`src/rtl/fdw_pkg.sv`:
```
`timescale 1ns / 1ps
// ----------------------------------------------------------------------------
// fdw_pkg - shared types and constants for the frame dedup window filter
// Holds the stream widths, register indexes, reset values and the
// queued request and history slot layouts.
// ----------------------------------------------------------------------------
package fdw_pkg;

  // Field widths
  localparam int ID_W    = 29;
  localparam int LEN_W   = 4;
  localparam int DATA_W  = 64;
  localparam int TIME_W  = 32;
  localparam int WIN_W   = 16;
  localparam int HDEP_W  = 5;
  localparam int NBYTES  = 8;

  // Stream widths, padded to whole bytes
  localparam int IN_TDATA_W  = 136;
  localparam int OUT_TDATA_W = 8;

  // Configuration port
  localparam int CFG_ADDR_W = 1;
  localparam int CFG_DATA_W = 16;
  localparam logic [CFG_ADDR_W-1:0] CFG_WINDOW = 1'b0;
  localparam logic [CFG_ADDR_W-1:0] CFG_DEPTH  = 1'b1;

  localparam logic [WIN_W-1:0]  WINDOW_RST = 16'd300;
  localparam logic [HDEP_W-1:0] DEPTH_RST  = 5'd10;

  // One request waiting between front and back
  typedef struct packed {
    logic [TIME_W-1:0] time_ms;
    logic [DATA_W-1:0] frame_data;
    logic [NBYTES-1:0] byte_en;
    logic [LEN_W-1:0]  frame_len;
    logic [ID_W-1:0]   frame_id;
  } item_t;

  // One history slot as stored in the RAM
  typedef struct packed {
    logic [TIME_W-1:0] stamp;
    logic [DATA_W-1:0] bytes;
    logic [LEN_W-1:0]  length;
    logic [ID_W-1:0]   ident;
  } slot_t;

  // Byte enables for the first len bytes, all bytes at eight and above
  function automatic logic [NBYTES-1:0] byte_enables(input logic [LEN_W-1:0] len);
    logic [NBYTES-1:0] en;
    en = '0;
    for (int b = 0; b < NBYTES; b++) begin
      en[b] = (len > LEN_W'(b));
    end
    return en;
  endfunction

endpackage

```
`src/rtl/fdw_ram.sv`:
```
`timescale 1ns / 1ps
// ----------------------------------------------------------------------------
// fdw_ram - generic single write, single read RAM
// One write port and one read port with registered read data.
// ----------------------------------------------------------------------------
module fdw_ram #(
  parameter int WIDTH = 8,
  parameter int DEPTH = 16
) (
  input  logic                                  clk,
  input  logic                                  wr_en,
  input  logic [(DEPTH > 1 ? $clog2(DEPTH) : 1)-1:0] wr_addr,
  input  logic [WIDTH-1:0]                      wr_data,
  input  logic [(DEPTH > 1 ? $clog2(DEPTH) : 1)-1:0] rd_addr,
  output logic [WIDTH-1:0]                      rd_data
);

  logic [WIDTH-1:0] mem [DEPTH];
  logic [WIDTH-1:0] rd_data_r;

  // Write port
  always_ff @(posedge clk) begin
    if (wr_en) begin
      mem[wr_addr] <= wr_data;
    end
  end

  // Registered read port
  always_ff @(posedge clk) begin
    rd_data_r <= mem[rd_addr];
  end

  assign rd_data = rd_data_r;

endmodule

```
`src/rtl/fdw_front.sv`:
```
`timescale 1ns / 1ps
// ----------------------------------------------------------------------------
// fdw_front - input side of the frame dedup window filter
// Accepts frames, derives the byte enables and queues the requests
// in a two-entry queue for the search engine.
// ----------------------------------------------------------------------------
module fdw_front (
  input  logic                             clk,
  input  logic                             rst_n,
  input  logic                             in_tvalid,
  output logic                             in_tready,
  // frame_id[28:0], frame_len[32:29], frame_data[96:33], time_ms[128:97]
  input  logic [fdw_pkg::IN_TDATA_W-1:0]   in_tdata,
  output logic                             q_valid,
  output fdw_pkg::item_t                   q_item,
  input  logic                             q_pop
);
  import fdw_pkg::*;

  item_t       q_mem_r [2];
  logic        wr_ptr_r, wr_ptr_nxt;
  logic        rd_ptr_r, rd_ptr_nxt;
  logic [1:0]  count_r, count_nxt;
  logic        push;
  item_t       item_in;

  // Classify the incoming request
  always_comb begin
    item_in.frame_id   = in_tdata[28:0];
    item_in.frame_len  = in_tdata[32:29];
    item_in.frame_data = in_tdata[96:33];
    item_in.time_ms    = in_tdata[128:97];
    item_in.byte_en    = byte_enables(in_tdata[32:29]);
  end

  assign in_tready = (count_r != 2'd2);
  assign push      = in_tvalid && in_tready;
  assign q_valid   = (count_r != 2'd0);
  assign q_item    = q_mem_r[rd_ptr_r];

  // Advance pointers and count
  always_comb begin
    wr_ptr_nxt = push  ? ~wr_ptr_r : wr_ptr_r;
    rd_ptr_nxt = q_pop ? ~rd_ptr_r : rd_ptr_r;
    count_nxt  = count_r + 2'(push) - 2'(q_pop);
  end

  always_ff @(posedge clk) begin
    if (!rst_n) begin
      wr_ptr_r <= 1'b0;
      rd_ptr_r <= 1'b0;
      count_r  <= 2'd0;
    end else begin
      wr_ptr_r <= wr_ptr_nxt;
      rd_ptr_r <= rd_ptr_nxt;
      count_r  <= count_nxt;
    end
  end

  // Hold queued payload
  always_ff @(posedge clk) begin
    if (push) begin
      q_mem_r[wr_ptr_r] <= item_in;
    end
  end

endmodule

```
`src/rtl/fdw_back.sv`:
```
`timescale 1ns / 1ps
// ----------------------------------------------------------------------------
// fdw_back - search engine of the frame dedup window filter
// Walks the leading history slots one per cycle, stores new frames in
// the history ring and drives the registered result.
// ----------------------------------------------------------------------------
module fdw_back #(
  parameter int HISTORY_SLOTS = 16
) (
  input  logic                              clk,
  input  logic                              rst_n,
  input  logic [fdw_pkg::WIN_W-1:0]         window_ms,
  input  logic [fdw_pkg::HDEP_W-1:0]        history_depth,
  input  logic                              q_valid,
  input  fdw_pkg::item_t                    q_item,
  output logic                              q_pop,
  output logic                              out_tvalid,
  input  logic                              out_tready,
  // is_duplicate[0], zero fill [7:1]
  output logic [fdw_pkg::OUT_TDATA_W-1:0]   out_tdata
);
  import fdw_pkg::*;

  localparam int SLOT_W = (HISTORY_SLOTS > 1) ? $clog2(HISTORY_SLOTS) : 1;
  localparam int CNT_W  = $clog2(HISTORY_SLOTS + 1);
  localparam logic [SLOT_W-1:0] LAST_SLOT = SLOT_W'(HISTORY_SLOTS - 1);

  typedef enum logic [3:0] {
    S_IDLE   = 4'b0001,
    S_START  = 4'b0010,
    S_SCAN   = 4'b0100,
    S_FINISH = 4'b1000
  } state_t;

  state_t                state_r, state_nxt;
  logic [SLOT_W-1:0]     idx_r, idx_nxt;
  logic [SLOT_W-1:0]     wslot_r, wslot_nxt;
  logic                  dup_r, dup_nxt;
  logic [HISTORY_SLOTS-1:0] valid_r, valid_nxt;
  logic                  out_valid_r, out_valid_nxt;
  logic                  out_dup_r, out_dup_nxt;

  logic [CNT_W-1:0]      depth_cap;
  logic                  last_slot;
  logic                  slot_hit;
  logic [TIME_W-1:0]     age;
  logic [DATA_W-1:0]     diff;
  logic                  bytes_eq;
  logic                  out_free;
  logic                  ram_we;
  logic [SLOT_W-1:0]     ram_raddr;
  slot_t                 ram_wdata;
  slot_t                 ram_rdata;

  fdw_ram #(
    .WIDTH ($bits(slot_t)),
    .DEPTH (HISTORY_SLOTS)
  ) u_hist (
    .clk     (clk),
    .wr_en   (ram_we),
    .wr_addr (wslot_r),
    .wr_data (ram_wdata),
    .rd_addr (ram_raddr),
    .rd_data (ram_rdata)
  );

  // Cap the search depth at the slot count
  always_comb begin
    if (int'(history_depth) > HISTORY_SLOTS) begin
      depth_cap = CNT_W'(HISTORY_SLOTS);
    end else begin
      depth_cap = CNT_W'(history_depth);
    end
  end

  // Compare the slot just read against the queued frame
  always_comb begin
    age  = q_item.time_ms - ram_rdata.stamp;
    diff = ram_rdata.bytes ^ q_item.frame_data;
    bytes_eq = 1'b1;
    for (int b = 0; b < NBYTES; b++) begin
      if (q_item.byte_en[b] && (diff[8*b +: 8] != 8'd0)) begin
        bytes_eq = 1'b0;
      end
    end
    slot_hit = valid_r[idx_r]
            && (age <= TIME_W'(window_ms))
            && (ram_rdata.ident == q_item.frame_id)
            && (ram_rdata.length == q_item.frame_len)
            && bytes_eq;
    last_slot = ((CNT_W'(idx_r) + CNT_W'(1)) == depth_cap);
  end

  assign out_free  = !out_valid_r || out_tready;
  assign ram_wdata = '{stamp:  q_item.time_ms,
                       bytes:  q_item.frame_data,
                       length: q_item.frame_len,
                       ident:  q_item.frame_id};

  // Sequencer
  always_comb begin
    state_nxt     = state_r;
    idx_nxt       = idx_r;
    wslot_nxt     = wslot_r;
    dup_nxt       = dup_r;
    valid_nxt     = valid_r;
    out_valid_nxt = out_valid_r && !out_tready;
    out_dup_nxt   = out_dup_r;
    q_pop         = 1'b0;
    ram_we        = 1'b0;
    ram_raddr     = '0;
    unique case (state_r)
      S_IDLE: begin
        dup_nxt = 1'b0;
        idx_nxt = '0;
        if (q_valid) begin
          state_nxt = (depth_cap == '0) ? S_FINISH : S_START;
        end
      end
      S_START: begin
        // issue read of slot zero
        state_nxt = S_SCAN;
      end
      S_SCAN: begin
        // prefetch the next slot while comparing this one
        ram_raddr = (idx_r == LAST_SLOT) ? '0 : idx_r + SLOT_W'(1);
        if (slot_hit) begin
          dup_nxt   = 1'b1;
          state_nxt = S_FINISH;
        end else if (last_slot) begin
          state_nxt = S_FINISH;
        end else begin
          idx_nxt = idx_r + SLOT_W'(1);
        end
      end
      S_FINISH: begin
        if (out_free) begin
          out_valid_nxt = 1'b1;
          out_dup_nxt   = dup_r;
          q_pop         = 1'b1;
          state_nxt     = S_IDLE;
          // store a new frame and advance the ring
          if (!dup_r) begin
            ram_we            = 1'b1;
            valid_nxt[wslot_r] = 1'b1;
            wslot_nxt         = (wslot_r == LAST_SLOT) ? '0 : wslot_r + SLOT_W'(1);
          end
        end
      end
      default: begin
        state_nxt = S_IDLE;
      end
    endcase
  end

  always_ff @(posedge clk) begin
    if (!rst_n) begin
      state_r     <= S_IDLE;
      idx_r       <= '0;
      wslot_r     <= '0;
      dup_r       <= 1'b0;
      valid_r     <= '0;
      out_valid_r <= 1'b0;
    end else begin
      state_r     <= state_nxt;
      idx_r       <= idx_nxt;
      wslot_r     <= wslot_nxt;
      dup_r       <= dup_nxt;
      valid_r     <= valid_nxt;
      out_valid_r <= out_valid_nxt;
    end
  end

  // Hold result payload
  always_ff @(posedge clk) begin
    out_dup_r <= out_dup_nxt;
  end

  assign out_tvalid = out_valid_r;
  assign out_tdata  = {(OUT_TDATA_W-1)'(0), out_dup_r};

endmodule

```
`src/rtl/frame_dedup_window_filter.sv`:
```
`timescale 1ns / 1ps
// ----------------------------------------------------------------------------
// frame_dedup_window_filter - time window deduplication of bus frames
// Flags a frame as duplicate when a recent history slot holds the same
// identifier, length and leading bytes; stores frames that are new.
// ----------------------------------------------------------------------------
//  channel | dir | handshake            | payload
//  in_     | in  | in_tvalid/in_tready  | in_tdata: id, len, data, time
//  out_    | out | out_tvalid/out_tready| out_tdata: is_duplicate
//  cfg_    | in  | cfg_we               | cfg_addr, cfg_wdata
//
// Each frame searches at most depth slots, depth being history_depth capped at
// HISTORY_SLOTS (no slot is searched when depth is zero); the search reads one slot
// per cycle through the history RAM read port and stops at the first hit.
// Reset clears all slot valid bits, the write slot and the registers to
// 300 ms and depth 10. A two-entry queue takes frames while a search runs;
// a stalled result holds the search engine in its final state.
// ----------------------------------------------------------------------------
module frame_dedup_window_filter #(
  parameter int HISTORY_SLOTS = 16
) (
  input  logic                              clk,
  input  logic                              rst_n,
  input  logic                              in_tvalid,
  output logic                              in_tready,
  // frame_id[28:0], frame_len[32:29], frame_data[96:33], time_ms[128:97]
  input  logic [fdw_pkg::IN_TDATA_W-1:0]    in_tdata,
  output logic                              out_tvalid,
  input  logic                              out_tready,
  // is_duplicate[0], zero fill [7:1]
  output logic [fdw_pkg::OUT_TDATA_W-1:0]   out_tdata,
  input  logic                              cfg_we,
  input  logic [fdw_pkg::CFG_ADDR_W-1:0]    cfg_addr,
  input  logic [fdw_pkg::CFG_DATA_W-1:0]    cfg_wdata
);
  import fdw_pkg::*;

  logic [WIN_W-1:0]  window_r, window_nxt;
  logic [HDEP_W-1:0] depth_r, depth_nxt;
  logic              q_valid;
  logic              q_pop;
  item_t             q_item;

  // Configuration writes
  always_comb begin
    window_nxt = window_r;
    depth_nxt  = depth_r;
    if (cfg_we) begin
      unique case (cfg_addr)
        CFG_WINDOW: window_nxt = cfg_wdata[WIN_W-1:0];
        CFG_DEPTH:  depth_nxt  = cfg_wdata[HDEP_W-1:0];
        default: ;
      endcase
    end
  end

  always_ff @(posedge clk) begin
    if (!rst_n) begin
      window_r <= WINDOW_RST;
      depth_r  <= DEPTH_RST;
    end else begin
      window_r <= window_nxt;
      depth_r  <= depth_nxt;
    end
  end

  fdw_front u_front (
    .clk       (clk),
    .rst_n     (rst_n),
    .in_tvalid (in_tvalid),
    .in_tready (in_tready),
    .in_tdata  (in_tdata),
    .q_valid   (q_valid),
    .q_item    (q_item),
    .q_pop     (q_pop)
  );

  fdw_back #(
    .HISTORY_SLOTS (HISTORY_SLOTS)
  ) u_back (
    .clk           (clk),
    .rst_n         (rst_n),
    .window_ms     (window_r),
    .history_depth (depth_r),
    .q_valid       (q_valid),
    .q_item        (q_item),
    .q_pop         (q_pop),
    .out_tvalid    (out_tvalid),
    .out_tready    (out_tready),
    .out_tdata     (out_tdata)
  );

endmodule
```
`config.mk`:
```
export PLATFORM = sky130hd
export DESIGN_NAME = frame_dedup_window_filter
export DESIGN_NICKNAME = d
export VERILOG_FILES = /design/src/rtl/fdw_pkg.sv /design/src/rtl/fdw_ram.sv /design/src/rtl/fdw_front.sv /design/src/rtl/fdw_back.sv /design/src/rtl/frame_dedup_window_filter.sv
export SDC_FILE = /design/constraint.sdc
export NUM_CORES = 2
export LEC_CHECK = 0
export BUFFER_PORTS_ARGS = -buffer_cell sky130_fd_sc_hd__buf_2
export CAP_MARGIN = 20
export CELL_PAD_IN_SITES_DETAIL_PLACEMENT = 1
export CELL_PAD_IN_SITES_GLOBAL_PLACEMENT = 1
export CORE_ASPECT_RATIO = 2
export CORE_MARGIN = 2
export CORE_UTILIZATION = 45
export DETAILED_ROUTE_END_ITERATION = 7
export PLACE_DENSITY_LB_ADDON = 0.25
export SKIP_CTS_REPAIR_TIMING = 1
export SYNTH_ARGS = -nofsm -noshare
export SYNTH_HDL_FRONTEND = slang
export SYNTH_SLANG_ARGS = --single-unit
```
`constraint.sdc`:
```
create_clock -name clk -period 26.4 [get_ports clk]
set_input_delay 5.28 -clock clk [delete_from_list [all_inputs] [get_ports clk]]
set_output_delay 5.28 -clock clk [all_outputs]
set_load 0.1 [all_outputs]
```
==> flow_summary.toml <==
[sta]
fin_tns_setup_ns = 0
grt_setup_unrepaired = "false"
finalSetupViolations = 0
maxSlewViolCount = 0
finalCritPeriodShare_pct = 32.8
max-slew-margin-rel_pct = 16.0
worst_hold_slack_ns = 0.467
finClkSkew_ns = 0.0687
fin_ws_ns = 17.75
tightestPinTransition_ns = 1.26
max_freq_mhz = 116
hold_viol = 0
min_period_ns = 8.65

[yosys]
ys_warn_count = 0
syn_area_per_cell_um2 = 13.5
synth-main-ff-cell = "edfxtp_1"
synth_seq_cells = 2524
yosys.area.top_type = "edfxtp_1"
synth_top_area_share_pct = 70.2
synth-edff-count = 2339
synthTopCellsByArea = "edfxtp_1, nand2_1, dfxtp_1"
syn-cell-area_mm2 = 0.100
synthArstFlopShare_pct = 0
netlist_instances = 7416
ys_types = 63
ys_seq_area_share_pct = 73.9

[finish]
synthToLayoutAreaGrowth_pct = 10.9
layout_commonest_cell = "edfxtp_1"
fillCellCount = 21700
nNetsFinal = 7584
register_area_mm2 = 0.0739
most-common-layout-cells = "edfxtp_1, nand2_1, o21ai_0"
drive_gt1_share_pct = 10.1
multiInputGateArea_mm2 = 0.0239

[die]
die_y_um = 671
core_mm2 = 0.221
initial_core_util_pct = 45.3
die_area_mm2 = 0.226
row_count = 244
die_x_um = 337
io_pins = 168

[setup_path]
reg2reg_depth = 14
start_kind = "primary input"
endpoint_kind = "flop"
critical_path_class = "primary input to flop"
slowest_stage = "buf_4"
cp_max_fo = 37
cp.required_ns = 26.89
crit_top_cell = "buf_4"
cp_cell_sequence = "buf_2, nor2b_1, nand2b_1, nor2_1, nand2_1, nor2_4, buf_4, buf_4, buf_4"
worst_ep_arrival_time_ns = 9.14
critPathMaxStageDelay_ns = 0.80

[route]
ant_nets = 0
drtIter0Drc = 5711
first_pass_iters = 5
drc = 0
via_per_inst = 6.12
wire_per_inst_um = 29.1
wirelength_um = 306000
vias = 64400

[clock_network]
clk_path_buf_depth = 4
cts_sinks = 2524
root_buffer = "clkbuf_16"
cts_max_level = 4
tritoncts = "built"
clk_pin_slew_ns = 0.06
numCtsBuffers = 221
clk_latency_ns = 0.90

[status]
status = "completed"

[grt]
antenna_found_initial = 34
grt_max_degree = 178
grt_pass1_wl_um = 450000
grt_util_all_layers_pct = 26.7
grt_pass1_vias = 69300
grt_overflow = 0

[placed_design]
dpl.hpwl_um = 154000
dp_slack_ns = 16.84
gp_congestion = 0.834
portBuffers = 153

[power]
power_uw = 8790
p_per_area_mw_per_mm2 = 79.2
worst_ir_drop_vdd_uv = 59.1
p_leak_uw = 0.0378

[job]
drv_cap = 0

[worst_hold_path]
hold_path_class = "flop to flop"
hold_depth = 1
-- kinds of logic (layout without fill, tap and decap cells) --
kind of cell               after synthesis  in the layout  share of synthesized area, %
other                                    1             21                       0.00375
adders and majority gates               56             56                         0.708
buffers and inverters                  610            740                          2.38
DFF                                   2524           2524                          73.9
muxes                                  151            151                          1.77
and+or+nand+nor                       2597           2597                          11.4
xor gates and xnor gates               126            126                          1.10
AOI/OAI and AO/OA                     1351           1351                          8.69
-- critical path: cells and delay by family --
family,cells,cell delay [ns]
buf+inv,4,2.19
simple gates,5,1.48
-- Yosys cell counts, types with 3 or more instances --
cell and n:
a21o_1 17, mux2i_1 17, nor2b_1 8, and3_1 266, dfxtp_1 185, o211ai_1 11, nor3_1 269, a31oi_1 138
edfxtp_1 2339, nand2b_1 12, o21bai_1 4, o21ai_0 545, nor2_1 307, nand4b_1 3, a31o_2 3, xnor2_1 44
ha_1 55, nand2_1 1371, or3_1 5, buf_4 8, nand3b_1 4, a311oi_1 387, buf_1 10, a21oi_1 182
nor4b_1 6, a41oi_1 3, or2_2 5, inv_1 66, buf_2 16, and2_1 8, nor4_1 20, buf_6 6
mux4_2 5, clkbuf_1 504, o31ai_1 4, nand4_1 22, o21a_1 25, mux2_2 120, mux2_4 9, nand3_1 286
xor2_1 82, a21boi_0 17
-- state kept, by name (all words and copies together) (netlist names), named ones only --
name                   count
u_back.u_hist.rd_data    129
u_front.q_mem_r          274
u_back.dup_r               1
u_back.idx_r               4
u_back.valid_r            16
u_front.wr_ptr_r           1
u_back.wslot_r             4
u_back.state_r             4
u_back.out_tvalid          1
depth_r                    5
window_r                  16
u_front.rd_ptr_r           1
u_back.out_dup_r           1
u_front.count_r            2
u_back.u_hist.mem       2064
-- routing by layer --
layer	GRT usage, %	wire [µm]
met1	33.5	121000
met2	47.4	158000
met3	2.72	16000
met4	9.92	11300
met5	0	27
-- per-stage QoR --
stage                     util, %  std cells  cell area (µm²)
final                        50.2      10500           111000
after detailed placement     46.9      10100           104000
after global placement       46.9      10100           104000
after floorplan                 -       7422           100000
after CTS                    50.2      10500           111000
after global routing         50.2      10500           111000
-- power by group --
| part | internal, µW | switching (µW) | total, µW |
|---|---|---|---|
| clock network | 1840 | 1460 | 3300 |
| registers | 4660 | 34.6 | 4700 |
| logic | 205 | 583 | 788 |
-- layout make-up --
| type | instances | area share, % |
|---|---|---|
| well taps | 2952 | 3.33 |
| inverters | 66 | 0.223 |
| repair buffers | 269 | 1.66 |
| clock buffers | 313 | 5.58 |
| clock inverters | 92 | 0.946 |
| multi-input cells | 4288 | 21.5 |
| flip-flops and latches | 2524 | 66.7 |
| diodes | 14 | 0.0316 |
-- path summary, 6_finish.rpt --
check        slack [ns]                      startpoint                             endpoint
max reg2reg       19.45                            flop         u_back.idx_r[2]$_SDFFE_PN0P_
min reg2reg        0.47  u_back.valid_r[7]$_SDFFE_PN0P_       u_back.valid_r[7]$_SDFFE_PN0P_
max               17.75                      out_tready  u_back.u_hist.mem[15][89]$_DFFE_PP_
min                0.47  u_back.valid_r[7]$_SDFFE_PN0P_       u_back.valid_r[7]$_SDFFE_PN0P_
No activity file was read; power rests on OpenSTA's default activity.
